===== src/rtl/hsfd_pkg.sv =====
package hsfd_pkg;

  localparam logic [7:0]  CRC_INIT    = 8'hFF;
  localparam logic [7:0]  CRC_POLY    = 8'h31;
  localparam logic [14:0] TEMP_SCALE  = 15'd17500;
  localparam logic [13:0] HUM_SCALE   = 14'd10000;
  localparam logic [14:0] TEMP_OFFSET = 15'd4500;
  localparam logic [15:0] FULL_SCALE  = 16'hFFFF;

  // Place of a byte within the six-byte measurement frame
  typedef enum logic [2:0] {
    POS_T_HI,
    POS_T_LO,
    POS_T_CRC,
    POS_H_HI,
    POS_H_LO,
    POS_H_CRC
  } pos_t;

  // Raw frame handed from the byte accumulator to the scaling pipe
  typedef struct packed {
    logic        ok;
    logic [15:0] t_raw;
    logic [15:0] h_raw;
  } frame_t;

  // CRC-8, MSB first, one whole byte per call
  function automatic logic [7:0] crc_feed(input logic [7:0] crc, input logic [7:0] b);
    logic [7:0] c;
    c = crc ^ b;
    for (int i = 0; i < 8; i++) begin
      c = c[7] ? ((c << 1) ^ CRC_POLY) : (c << 1);
    end
    return c;
  endfunction

endpackage


===== src/rtl/hsfd_frame_acc.sv =====
module hsfd_frame_acc (
  input  logic                clk,
  input  logic                rst,
  input  logic                in_valid,
  output logic                in_ready,
  input  logic [7:0]          data_byte,
  input  logic                frame_start,
  output logic                frm_valid,
  input  logic                frm_ready,
  output hsfd_pkg::frame_t    frm
);

  hsfd_pkg::pos_t pos, pos_next, pos_eff;
  logic [7:0]  crc, crc_next, crc_base, crc_fed;
  logic [15:0] t_word, t_word_next;
  logic [7:0]  h_hi, h_hi_next, h_lo, h_lo_next;
  logic        t_ok, t_ok_next;
  logic        emit;
  logic        accept;

  assign in_ready = !frm_valid || frm_ready;
  assign accept   = in_valid && in_ready;

  always_comb begin
    pos_eff     = frame_start ? hsfd_pkg::POS_T_HI : pos;
    crc_base    = (pos_eff == hsfd_pkg::POS_T_HI) ? hsfd_pkg::CRC_INIT : crc;
    crc_fed     = hsfd_pkg::crc_feed(crc_base, data_byte);
    pos_next    = pos;
    crc_next    = crc;
    t_word_next = t_word;
    h_hi_next   = h_hi;
    h_lo_next   = h_lo;
    t_ok_next   = t_ok;
    emit        = 1'b0;
    case (pos_eff)
      hsfd_pkg::POS_T_HI: begin
        t_word_next = {data_byte, t_word[7:0]};
        crc_next    = crc_fed;
        pos_next    = hsfd_pkg::POS_T_LO;
      end
      hsfd_pkg::POS_T_LO: begin
        t_word_next = {t_word[15:8], data_byte};
        crc_next    = crc_fed;
        pos_next    = hsfd_pkg::POS_T_CRC;
      end
      hsfd_pkg::POS_T_CRC: begin
        t_ok_next = (crc_base == data_byte);
        crc_next  = hsfd_pkg::CRC_INIT;
        pos_next  = hsfd_pkg::POS_H_HI;
      end
      hsfd_pkg::POS_H_HI: begin
        h_hi_next = data_byte;
        crc_next  = crc_fed;
        pos_next  = hsfd_pkg::POS_H_LO;
      end
      hsfd_pkg::POS_H_LO: begin
        h_lo_next = data_byte;
        crc_next  = crc_fed;
        pos_next  = hsfd_pkg::POS_H_CRC;
      end
      hsfd_pkg::POS_H_CRC: begin
        crc_next = hsfd_pkg::CRC_INIT;
        pos_next = hsfd_pkg::POS_T_HI;
        emit     = 1'b1;
      end
      default: begin
        // unreachable position: restart the frame
        crc_next = hsfd_pkg::CRC_INIT;
        pos_next = hsfd_pkg::POS_T_HI;
      end
    endcase
  end

  always_ff @(posedge clk) begin
    if (rst) begin
      pos    <= hsfd_pkg::POS_T_HI;
      crc    <= hsfd_pkg::CRC_INIT;
      t_word <= '0;
      h_hi   <= '0;
      h_lo   <= '0;
      t_ok   <= 1'b0;
    end else if (accept) begin
      pos    <= pos_next;
      crc    <= crc_next;
      t_word <= t_word_next;
      h_hi   <= h_hi_next;
      h_lo   <= h_lo_next;
      t_ok   <= t_ok_next;
    end
  end

  always_ff @(posedge clk) begin
    if (rst) begin
      frm_valid <= 1'b0;
    end else if (in_ready) begin
      frm_valid <= accept && emit;
    end
  end

  always_ff @(posedge clk) begin
    if (accept && emit) begin
      frm.ok    <= t_ok && (crc_base == data_byte);
      frm.t_raw <= t_word;
      frm.h_raw <= {h_hi, h_lo};
    end
  end

  a_crc_restart: assert property (@(posedge clk) disable iff (rst)
    accept && emit |=> crc == hsfd_pkg::CRC_INIT && pos == hsfd_pkg::POS_T_HI)
    else $error("CRC or position not restarted after last byte of frame");

  a_start_restarts: assert property (@(posedge clk) disable iff (rst)
    accept && frame_start |=> pos == hsfd_pkg::POS_T_LO)
    else $error("start flag did not restart the byte count");

  a_frame_kept: assert property (@(posedge clk) disable iff (rst)
    frm_valid && !frm_ready |=> frm_valid && $stable(frm))
    else $error("pending frame lost while stalled");

endmodule


===== src/rtl/hsfd_scale.sv =====
module hsfd_scale (
  input  logic                clk,
  input  logic                rst,
  input  logic                frm_valid,
  output logic                frm_ready,
  input  hsfd_pkg::frame_t    frm,
  output logic                out_valid,
  input  logic                out_ready,
  output logic                out_ok,
  output logic signed [14:0]  out_temp,
  output logic [13:0]         out_hum
);

  logic        p_v, p_ok;
  logic [30:0] p_t;
  logic [29:0] p_h;
  logic        out_adv;
  logic [14:0] q0_t, ts, temp;
  logic [13:0] q0_h, hs;
  logic [16:0] r_t, r_h;

  assign out_adv   = !out_valid || out_ready;
  assign frm_ready = !p_v || out_adv;

  // Stage one: scale by the constant span
  always_ff @(posedge clk) begin
    if (rst) begin
      p_v <= 1'b0;
    end else if (frm_ready) begin
      p_v <= frm_valid;
    end
  end

  always_ff @(posedge clk) begin
    if (frm_ready && frm_valid) begin
      p_ok <= frm.ok;
      p_t  <= 31'(frm.t_raw) * 31'(hsfd_pkg::TEMP_SCALE);
      p_h  <= 30'(frm.h_raw) * 30'(hsfd_pkg::HUM_SCALE);
    end
  end

  // Divide by 2^16-1: x = q0*(2^16-1) + (q0 + low half), one correction step
  always_comb begin
    q0_t = p_t[30:16];
    r_t  = 17'(p_t[15:0]) + 17'(q0_t);
    ts   = q0_t + 15'(r_t >= 17'(hsfd_pkg::FULL_SCALE));
    temp = ts - hsfd_pkg::TEMP_OFFSET;
    q0_h = p_h[29:16];
    r_h  = 17'(p_h[15:0]) + 17'(q0_h);
    hs   = q0_h + 14'(r_h >= 17'(hsfd_pkg::FULL_SCALE));
  end

  always_ff @(posedge clk) begin
    if (rst) begin
      out_valid <= 1'b0;
    end else if (out_adv) begin
      out_valid <= p_v;
    end
  end

  always_ff @(posedge clk) begin
    if (out_adv && p_v) begin
      out_ok   <= p_ok;
      out_temp <= p_ok ? $signed(temp) : '0;
      out_hum  <= p_ok ? hs : '0;
    end
  end

  a_invalid_zero: assert property (@(posedge clk) disable iff (rst)
    out_valid && !out_ok |-> out_temp == 15'sd0 && out_hum == 14'd0)
    else $error("invalid frame carries non-zero readings");

  a_hum_range: assert property (@(posedge clk) disable iff (rst)
    out_valid |-> out_hum <= 14'd10000 && out_temp >= -15'sd4500 && out_temp <= 15'sd13000)
    else $error("scaled reading out of range");

  a_prod_kept: assert property (@(posedge clk) disable iff (rst)
    p_v && !out_adv |=> p_v && $stable(p_t) && $stable(p_h))
    else $error("product stage dropped while output stalled");

endmodule


===== src/rtl/humidity_sensor_frame_decoder.sv =====
// Decodes six-byte temperature/humidity sensor frames, one byte per beat on the
// slave side (temperature high, low, CRC, humidity high, low, CRC; tuser marks the
// first byte and restarts the count). A byte is taken every cycle while the frame
// register is free or being drained; the CRC-8 is updated a whole byte per cycle.
// The sixth byte yields one result beat through three registers: the frame
// register, the constant multiplier stage, and the divide-by-65535 correction and
// output register. Readings are zero when either CRC fails.
module humidity_sensor_frame_decoder (
  input  logic        clk,
  input  logic        rst,
  input  logic        s_axis_tvalid,
  output logic        s_axis_tready,
  input  logic [7:0]  s_axis_tdata,   // [7:0] data_byte
  input  logic        s_axis_tuser,   // [0] frame_start
  output logic        m_axis_tvalid,
  input  logic        m_axis_tready,
  output logic [31:0] m_axis_tdata,   // [14:0] temperature_centi, [28:15] humidity_centi
  output logic        m_axis_tuser    // [0] frame_valid
);

  hsfd_pkg::frame_t   frm;
  logic               frm_valid;
  logic               frm_ready;
  logic signed [14:0] temperature_centi;
  logic [13:0]        humidity_centi;

  hsfd_frame_acc u_acc (
    .clk         (clk),
    .rst         (rst),
    .in_valid    (s_axis_tvalid),
    .in_ready    (s_axis_tready),
    .data_byte   (s_axis_tdata),
    .frame_start (s_axis_tuser),
    .frm_valid   (frm_valid),
    .frm_ready   (frm_ready),
    .frm         (frm)
  );

  hsfd_scale u_scale (
    .clk       (clk),
    .rst       (rst),
    .frm_valid (frm_valid),
    .frm_ready (frm_ready),
    .frm       (frm),
    .out_valid (m_axis_tvalid),
    .out_ready (m_axis_tready),
    .out_ok    (m_axis_tuser),
    .out_temp  (temperature_centi),
    .out_hum   (humidity_centi)
  );

  assign m_axis_tdata = {3'b000, humidity_centi, temperature_centi};

endmodule

===== config.mk =====
export PLATFORM = sky130hd
export DESIGN_NAME = humidity_sensor_frame_decoder
export DESIGN_NICKNAME = d
export VERILOG_FILES = /design/src/rtl/hsfd_pkg.sv /design/src/rtl/hsfd_frame_acc.sv /design/src/rtl/hsfd_scale.sv /design/src/rtl/humidity_sensor_frame_decoder.sv
export SDC_FILE = /design/constraint.sdc
export NUM_CORES = 1
export LEC_CHECK = 0
export BUFFER_PORTS_ARGS = -buffer_cell sky130_fd_sc_hd__clkbuf_2
export CORE_MARGIN = 5
export CORE_UTILIZATION = 30
export CTS_CLUSTER_SIZE = 25
export DETAILED_ROUTE_END_ITERATION = 10
export RECOVER_POWER = 50
export SYNTH_ARGS = -nofsm -noshare
export SYNTH_HDL_FRONTEND = slang
export SYNTH_SLANG_ARGS = --single-unit

===== constraint.sdc =====
create_clock -name clk -period 16.2 [get_ports clk]
set_clock_uncertainty 0.2 [all_clocks]
set_input_delay 0 -clock clk [delete_from_list [all_inputs] [get_ports clk]]
set_output_delay 0 -clock clk [all_outputs]
set_load 0.005 [all_outputs]

Yosys cells after proc, flatten, opt, wreduce, memory -nomap -nowiden:

Cells that the tools add are included.

* word-level logic and storage cells: 77
* memories kept: 0
* output and inout bits: 35
* latch bits: 0
* ROM bits: 0
* memory bits (writable): 0
* input bits: 13
* flip-flop bits (word level): 166

* reduce and logical (&&, ||, !) cells: 18
* $mul: 2
* muxes and demuxes: 14
* add/sub/neg operators: 5
* order comparisons: 2
* bitwise gates (word level): 11
* equal/unequal tests: 6
* divide/modulo/power cells: 0
* shifts and indexed selects: 0

Operators by type and width (number)
* two-way mux 6 bit: 8
* >= comparator 17 x 16 -> 1 bit, second input constant: 2
* one-hot mux 16 bit (2 select lines): 1
* multiplier 16 x 13 -> 29 bit, second input constant: 1
* multiplier 16 x 10 -> 26 bit, second input constant: 1
* NOT 3 bit: 8
* adder 16 x 14 -> 17 bit: 1
* adder 16 x 15 -> 17 bit: 1
* two-way mux 8 bit: 2
* adder 15 x 1 -> 15 bit: 1
* one-hot mux 3 bit (5 select lines): 1
* subtractor 15 x 13 -> 15 bit, second input constant: 1
* adder 14 x 1 -> 14 bit: 1
* == test 8 bit: 1
* bitwise XOR 8 bit: 1
* == test 3 x 2 -> 1 bit, second input constant: 2
* == test 3 bit, second input constant: 2
* AND reduction 2 bit: 3
* AND reduction 3 bit: 2
* logical AND 1 bit: 5
* OR reduction 4 bit: 1
* == test 3 x 1 -> 1 bit, second input constant: 1
* zero test 1 bit: 3
* zero test 3 bit: 1
* other kinds (4): 7

Depth between registers and ports, before layout:

Gate-level depths: netlist of the first run.

* depth in word-level cells: 21
* mapped depth: 18
* gate-level depth less buffers: 18

Hierarchy:

From an unflattened synthesis of the first run, not the netlist that was laid out.

* cell total of the unflattened synthesis: 1293
* area total of the unflattened synthesis: 13486.7 um^2

Modules (own cells, without submodules)
* hsfd_scale: times used 1, sequential area each 2622.5 um^2, area each 10364.9 um^2, cells each 1023
* hsfd_frame_acc: times used 1, sequential area each 1891.8 um^2, area each 3095.5 um^2, cells each 266
* humidity_sensor_frame_decoder: times used 1, sequential area each 0.0 um^2, area each 26.3 um^2, cells each 4

Worst setup path before layout of the first run:

OpenSTA, ideal clock, no wires.

* path kind: reg2reg
* from: register u_scale.out_valid
* to: register u_scale.p_h[10] (enable)
* clock period less this slack: 5.328 ns
* path buffers: 0
* data required time: 15.444 ns
* arrival time: 4.573 ns
* setup time: 0.556 ns
* cell stages (with the launch flop): 3
* slack: 10.872 ns
* cell sequence: dfxtp_1 nor2b_1 a21boi_0

* word-level cells in the longest chain between the ends: 4

RTL lines
* start, declared: line hsfd_scale.sv:7 `output logic out_valid,`
* start signal, assigned: line hsfd_scale.sv:57 `out_valid <= p_v;`
* zero test 1 bit: line hsfd_scale.sv:22 `assign out_adv = !out_valid || out_ready;`
* logical OR 1 bit: line hsfd_scale.sv:22
* logical OR 1 bit: line hsfd_scale.sv:23 `assign frm_ready = !p_v || out_adv;`
* logical AND 1 bit: line hsfd_scale.sv:35 `if (frm_ready && frm_valid) begin`
* end signal, assigned: line hsfd_scale.sv:38 `p_h <= 30'(frm.h_raw) * 30'(hsfd_pkg::HUM_SCALE);`
* end, declared: line hsfd_scale.sv:16 `logic [29:0] p_h;`

Every way passes these cells.
A chain may end at the register's enable or synchronous reset.

Worst setup path in the final report of the first run:

* from: register u_acc.frm[4] (netlist name)
* to: register u_scale.p_h[29], data pin

* word-level cells in the longest chain between the ends: 1

RTL lines (line)
* multiplier 16 x 10 -> 26 bit: hsfd_scale.sv:38

Every way passes these cells.

==> impl_metrics.json, run 1 <==
{
  "grtUsageMet3": 0.0221,
  "powerDensity_nw_per_um2": 59.5,
  "r2r_cells": 18,
  "combPwrFrac": 0.051,
  "period_needed_ps": 5160,
  "intPower_uw": 690,
  "wl_per_cell_um": 14.0,
  "gr-total-overflow": 0,
  "root_buffer": "clkbuf_16",
  "htreeDepth": 4,
  "p_leak_uw": 0.00701,
  "synth_ff_type": "edfxtp_1",
  "worstPathRequired_ps": 16180,
  "synth_cells": 1339,
  "tns_ps": 0,
  "slowest_delay_ps": 540,
  "dp_hpwl_um": 22200,
  "vias": 9317,
  "p_seq_frac": 0.511,
  "drt_iter0_drc": 397,
  "fp.dieH_um": 224,
  "critPathLaunch": "u_acc.frm[4]",
  "vdd.ir_drop.worst_mv": 0.0606,
  "drt_wl_total_um": 27800,
  "p_sw_uw": 212,
  "yosysWarnings": 0,
  "fmax_ghz": 0.194,
  "pwr-share-clk": 0.439,
  "cts_tree": "yes",
  "die_w_um": 224,
  "setup_violations": 0,
  "cts_max_path_buffers": 2,
  "core_area_sq_um": 45300,
  "clkLatencyLatePin_ps": 440,
  "grt_max_degree": 57,
  "avgSynthCellArea_sq_um": 10.2,
  "power_switching_share": 0.235,
  "areaGrowthSynthToFinish_pct": 10.8,
  "finalHoldViolCount": 0,
  "failed_checks": "capacitance limit, slew limit",
  "yosysTopAreaCell": "edfxtp_1",
  "synth.area.top_cells": "edfxtp_1 26%, ha_1 18%, fa_1 12%, dfxtp_1 6.9%, inv_1 6.2%",
  "critPathTopFamily": "adder cells",
  "drtAntennaViolNets": 0,
  "dieArea_sq_um": 50000,
  "report.final.slew_viol_count": 88,
  "busiest_layer": "met2",
  "async_flop_share": 0,
  "hp-class": "input pin to flop",
  "arrival_ps": 5140,
  "fin_nets": 1668,
  "syn_area_sq_um": 13700,
  "ys_types": 70,
  "slew_headroom": -1.09,
  "reg2reg_from": "u_acc.frm[4]",
  "placementRows": 78,
  "worstSetupPathType": "flop to flop",
  "cts-buffers-inserted": 17,
  "rr_endpoint": "u_scale.p_h[29]",
  "via_per_inst": 4.68,
  "cts.sinks": 166,
  "rsz0062_at_grt": "false",
  "yosysSeqAreaShare": 0.330,
  "outcome": "complete, but fails checks",
  "dpl.cell_count": 1947,
  "synth_edf_count": 119,
  "cp_common_cell": "inv_1",
  "antenna_cells": 0,
  "numPortBuffers": 44,
  "crit_end": "u_scale.p_h[29]",
  "place.gp.congestion": 0.869,
  "worst_pin_slew_ps": 3130,
  "path_buf_inv": 6,
  "cp_slowest_cell": "fa_1",
  "antenna_found_initial": 0,
  "boundaryPins": 48,
  "start_kind": "flop",
  "grt_pass1_vias": 9395,
  "grt_pass1_wl_um": 47100,
  "path_clk_slew_ps": 70,
  "grt_usage": 0.115,
  "met2_usage": 0.188,
  "drc": 0,
  "finalCritPeriodShare": 0.318,
  "fin_cells": 1991,
  "dr.pass1.iters": 5,
  "grt_use_met1": 0.152,
  "worst-r2r-setup-slack_ps": 11040,
  "end_kind": "flop",
  "cp.depth": 18,
  "worst-path-max-fanout": 5,
  "drive_gt1_frac": 0.0446,
  "initial_utilization": 0.302,
  "synth_seq_cells": 166,
  "crit_chain": "inv_1, fa_1, inv_1, ha_1, inv_1, fa_1, inv_1, ha_1, inv_1, fa_1, inv_1, ha_1, nand3_1, nor3_1, o2111ai_1, a31o_2, o2111ai_1, or3b_1",
  "cap_viol_max_count": 2,
  "yosys.area.top_type_share": 0.261
}
-- cells by family after synthesis --
| logic type | Yosys count | share of synthesized area |
|---|---|---|
| muxes | 27 | 0.0197 |
| other | 1 | 0.000274 |
| DFF | 166 | 0.330 |
| and+or+nand+nor | 283 | 0.109 |
| buffers and inverters | 267 | 0.0755 |
| adders and majority gates | 277 | 0.298 |
| xor gates and xnor gates | 91 | 0.0593 |
| AOI/OAI and AO/OA | 227 | 0.108 |
-- cells in the mapped netlist (11+ instances only) --
library cell,instances
a211oi_1,11
a21o_1,21
a21oi_1,74
and2_1,26
buf_2,13
clkbuf_1,19
dfxtp_1,47
edfxtp_1,119
fa_1,82
ha_1,195
inv_1,227
mux2i_1,27
nand2_1,53
nand2b_1,14
nand3_1,26
nand4_1,13
nor2_1,62
nor2b_1,15
nor3_1,22
o21a_1,13
o21ai_0,35
xnor2_1,66
xor2_1,24
-- power groups by stage --
stage	logic (uW)	registers, uW	clock network, uW
global route	51.1	461	430
finish	45.6	461	396
CTS	45.9	461	408
global placement	42.6	470	0
detailed placement	43.5	470	0
floorplan	37.3	468	0
-- final cells by class --
cell class | instances | area [sq um]
fill | 4629 | 30100
multi-input combinational | 908 | 8160
sequential | 166 | 4510
inverter | 227 | 852
tap | 600 | 751
clock buffer | 17 | 425
timing repair buffer | 58 | 324
clock inverter | 15 | 145
-- repair_timing --
action                    4_1_cts  5_1_grt
resized for setup               0        0
setup buffers                   0        0
hold buffers                   12        0
hold endpoints to repair       39        0
-- sequential cells by signal (all words and copies together) (netlist names), 3 cells and up --
name,cells
u_acc.crc,8
u_acc.frm,33
u_scale.out_temp,15
u_scale.p_t,29
u_acc.h_hi,8
u_scale.p_h,26
u_acc.pos,3
u_scale.out_hum,14
u_acc.t_word,16
u_acc.h_lo,8
-- layer usage --
metal | routed length, um | part of all wire
met1 | 13100 | 0.47
met2 | 13100 | 0.47
met3 | 952 | 0.034
met4 | 624 | 0.022
met5 | 0 | 0
-- cells in the final DEF (no fill, tap or decap), drive strengths merged, types with 4 or more instances in the layout --
| master | n |
|---|---|
| o22ai | 7 |
| inv | 233 |
| and3 | 8 |
| nand2 | 53 |
| nand3 | 26 |
| edfxtp | 119 |
| a211oi | 11 |
| dfxtp | 47 |
| nor2b | 15 |
| and2 | 26 |
| clkinv | 8 |
| dlygate4sd3 | 12 |
| o21ai | 36 |
| or2 | 4 |
| a311oi | 4 |
| or3 | 4 |
| o2111ai | 5 |
| nand2b | 14 |
| and4 | 6 |
| a21o | 21 |
| nor2 | 62 |
| o21bai | 8 |
| a21boi | 6 |
| a21oi | 74 |
| xnor2 | 66 |
| o211ai | 6 |
| or4 | 5 |
| ha | 195 |
| a2111oi | 5 |
| o31ai | 4 |
| a31oi | 6 |
| nor4 | 7 |
| fa | 82 |
| nand4 | 13 |
| o21a | 13 |
| clkbuf | 61 |
| nor3 | 23 |
| nand4b | 7 |
| xor2 | 24 |
| mux2i | 27 |
-- worst min-delay path by stage --
stage / end / slack [ps] / start / cells past startpoint
5_1_grt: u_acc.t_word[7] / 210 / rst / 2
3_5_place_dp: s_axis_tready / 180 / m_axis_tready / 3
2_1_floorplan: s_axis_tready / -60 / m_axis_tready / 1
4_1_cts: u_acc.h_hi[0] / 170 / rst / 2
6_report: u_scale.p_v / 180 / rst / 2
3_3_place_gp: s_axis_tready / 170 / m_axis_tready / 3
-- metrics by stage --
| stage | total power, uW | hold slack [ps] | cell area [sq um] | util | worst slack [ps] |
|---|---|---|---|---|---|
| 2_1_floorplan | 505 | -59.4 | 13700 | - | 10870 |
| 3_5_place_dp | 513 | 180 | 14500 | 0.321 | 11020 |
| 3_3_place_gp | 512 | 172 | 14500 | 0.321 | 11150 |
| 6_report | 902 | 182 | 15200 | 0.335 | 11040 |
| 5_1_grt | 942 | 211 | 15200 | 0.335 | 10670 |
| 4_1_cts | 914 | 170 | 15200 | 0.336 | 11010 |
Power figures use the tool's default switching activity.
==> run 2: changes to the inputs <==
--- a/config.mk
+++ b/config.mk
@@ -5,6 +5,7 @@
 export SDC_FILE = /design/constraint.sdc
 export NUM_CORES = 1
 export LEC_CHECK = 0
+export ABC_AREA = 1
 export BUFFER_PORTS_ARGS = -buffer_cell sky130_fd_sc_hd__clkbuf_2
 export CORE_MARGIN = 5
 export CORE_UTILIZATION = 30
==> constraint.sdc (replaced) <==
create_clock -name clk -period 5.4 [get_ports clk]
set_clock_uncertainty 0.2 [all_clocks]
set_input_delay 0 -clock clk [delete_from_list [all_inputs] [get_ports clk]]
set_output_delay 0 -clock clk [all_outputs]
set_load 0.005 [all_outputs]
==> impl_metrics.json, run 2 <==
{
  "areaGrowthSynthToFinish_pct": 12.1,
  "post-route-util": 0.340,
  "report.final.slew_viol_count": 88,
  "dp_hpwl_um": 23000,
  "die_w_um": 221,
  "boundaryPins": 48,
  "synth_cells": 1473,
  "cts_tree": "yes",
  "tns_ps": 0,
  "cap_viol_max_count": 2,
  "cts_resized": 0,
  "yosysWarnings": 0,
  "grt_pass1_wl_um": 47900,
  "async_flop_share": 0,
  "holdPathEnd": "u_acc.frm[3]",
  "grt_pass1_vias": 9663,
  "path_clk_slew_ps": 60,
  "numPortBuffers": 44,
  "synth_edf_count": 119,
  "vias": 9560,
  "hp-class": "flop to flop",
  "grt_max_degree": 57,
  "fp.dieH_um": 221,
  "worstPathRequired_ps": 5390,
  "setup_violations": 0,
  "via_per_inst": 4.45,
  "outcome": "complete, but fails checks",
  "hp-start": "u_acc.h_lo[3]",
  "place.gp.congestion": 0.839,
  "arrival_ps": 4920,
  "min_path_cells": 0,
  "failed_checks": "capacitance limit, slew limit",
  "drt_iter0_drc": 555,
  "drt_wl_total_um": 27700,
  "layout_common_cells": "315 x inv_1, 214 x nand2_1, 195 x ha_1",
  "finalCritPeriodShare": 0.914,
  "grt_usage": 0.116,
  "core_area_sq_um": 44100,
  "drive_gt1_frac": 0.0412,
  "antenna_found_initial": 0,
  "synth.top_cells.by_count": "316 x inv_1, 214 x nand2_1, 195 x ha_1, 121 x a21oi_1, 119 x edfxtp_1",
  "rsz0062_at_grt": "false",
  "r2r_cells": 20,
  "clkLatencyLatePin_ps": 430,
  "placementRows": 77,
  "p_leak_uw": 0.00716,
  "top_register": "u_acc.frm",
  "powerDensity_nw_per_um2": 179,
  "rr_endpoint": "u_scale.p_h[25]",
  "initial_utilization": 0.303,
  "final_common_cell": "inv_1",
  "slew_headroom": -1.07,
  "drc": 0,
  "wl_per_cell_um": 12.9,
  "gr-total-overflow": 0,
  "yosys.area.top_type_share": 0.267,
  "finalHoldViolCount": 0,
  "syn_area_sq_um": 13400,
  "largest_reg_flops": 33,
  "drtAntennaViolNets": 0,
  "antenna_cells": 0,
  "reg2reg_from": "u_acc.frm[4]",
  "avgSynthCellArea_sq_um": 9.08,
  "worst_pin_slew_ps": 3110,
  "cts.sinks": 166,
  "fin_cells": 2147,
  "start_kind": "flop",
  "worst-path-max-fanout": 5,
  "reg_top3": "u_acc.frm: 33 flops, u_scale.p_t: 29 flops, u_scale.p_h: 26 flops",
  "yosysSeqAreaShare": 0.338,
  "vdd.ir_drop.worst_mv": 0.208,
  "fin_nets": 1832,
  "dr.pass1.iters": 5,
  "period_needed_ps": 4930,
  "yosysTopAreaCell": "edfxtp_1",
  "end_kind": "flop",
  "worst-r2r-setup-slack_ps": 470,
  "synth_ff_type": "edfxtp_1",
  "fmax_ghz": 0.203,
  "worstSetupPathType": "flop to flop",
  "ys_types": 40,
  "cts-buffers-inserted": 17,
  "synth_seq_cells": 166,
  "dieArea_sq_um": 48900,
  "yosysMostFrequentCell": "inv_1",
  "root_buffer": "clkbuf_16",
  "dpl.cell_count": 2097,
  "htreeDepth": 4,
  "fillerInstances": 4609,
  "cts_max_path_buffers": 2,
  "synth.area.top_cells": "edfxtp_1 27%, ha_1 18%, fa_1 12%, inv_1 8.9%, dfxtp_1 7.0%",
  "critPathLaunch": "u_acc.frm[4]"
}
run 2: changes by cell type in the layout (fill, tap and decap cells not counted), moves of 10 or more:
cell      previous run  this run
nor2b_1             15         0
inv_1              227       315
nand2_1             53       214
o21a_1              13         3
xor2_1              24        39
nand3_1             26        72
a21o_1              21         5
nand2b_1            14         0
a21oi_1             74       121
xnor2_1             66        20
mux2i_1             27         0
o21ai_0             35        68
and2_1              25         0
run 2: report_power, final:
part | total [uW] | switching, uW | internal (uW)
clock network | 1190 | 491 | 698
logic | 123 | 80.6 | 42.3
registers | 1370 | 6.25 | 1360
total | 2680 | 578 | 2100
run 2: cell families after synthesis:
family          share of synthesized area
simple gates                        0.129
buf+inv                            0.0964
fa+ha+maj                           0.305
compound gates                     0.0933
flops                               0.338
xor+xnor                           0.0386
other cells                      0.000280
run 2: worst max-delay path by stage:
stage,cells past startpoint,slack [ps],endpoint
after floorplan,5,730,u_acc.frm[0]
after global placement,20,580,u_scale.p_h[25]
after detailed placement,20,480,u_scale.p_h[25]
after CTS,20,470,u_scale.p_h[25]
after global routing,20,170,u_scale.p_h[25]
final,20,470,u_scale.p_h[25]
run 2: worst max-delay path, cell delays in order, from the launching register on:
cell and delay, ps:
edfxtp_1 370, inv_1 120, fa_1 550, inv_1 50, ha_1 260, inv_1 50, fa_1 530, inv_1 40
ha_1 270, inv_1 50, fa_1 490, inv_1 40, ha_1 360, a21o_1 200, a21oi_1 250, o21ai_1 130
a21boi_0 270, o21ai_0 180, nand2_1 120, a21o_1 110, nand2_1 40
run 2: through the flow:
stage | area (sq um) | setup WS, ps | power [uW] | hold WS, ps
final | 15000 | 466 | 2680 | 217
after global placement | 14300 | 576 | 1510 | 126
after CTS | 15000 | 466 | 2710 | 219
after floorplan | 13400 | 727 | 1480 | -65.1
after detailed placement | 14300 | 480 | 1510 | 131
after global routing | 15000 | 169 | 2790 | 239
run 2: area by class of cell:
| cell class | count | area (sq um) | share of cell area |
|---|---|---|---|
| sequential | 166 | 4510 | 0.301 |
| tap | 592 | 741 | 0.0494 |
| multi-input combinational | 973 | 7580 | 0.505 |
| clock inverter | 10 | 125 | 0.00834 |
| inverter | 320 | 1200 | 0.0801 |
| timing repair buffer | 64 | 382 | 0.0254 |
| clock buffer | 22 | 454 | 0.0303 |
run 2: routing by layer:
metal,GRT usage,routed length (um)
met1,0.169,14300
met2,0.183,12100
met3,0.0213,975
met4,0.0248,288
met5,0,0
run 2: what timing repair did:
action / CTS / global route
buffers inserted: 0 / 0
hold endpoints to repair: 42 / 0
hold buffers: 18 / 0
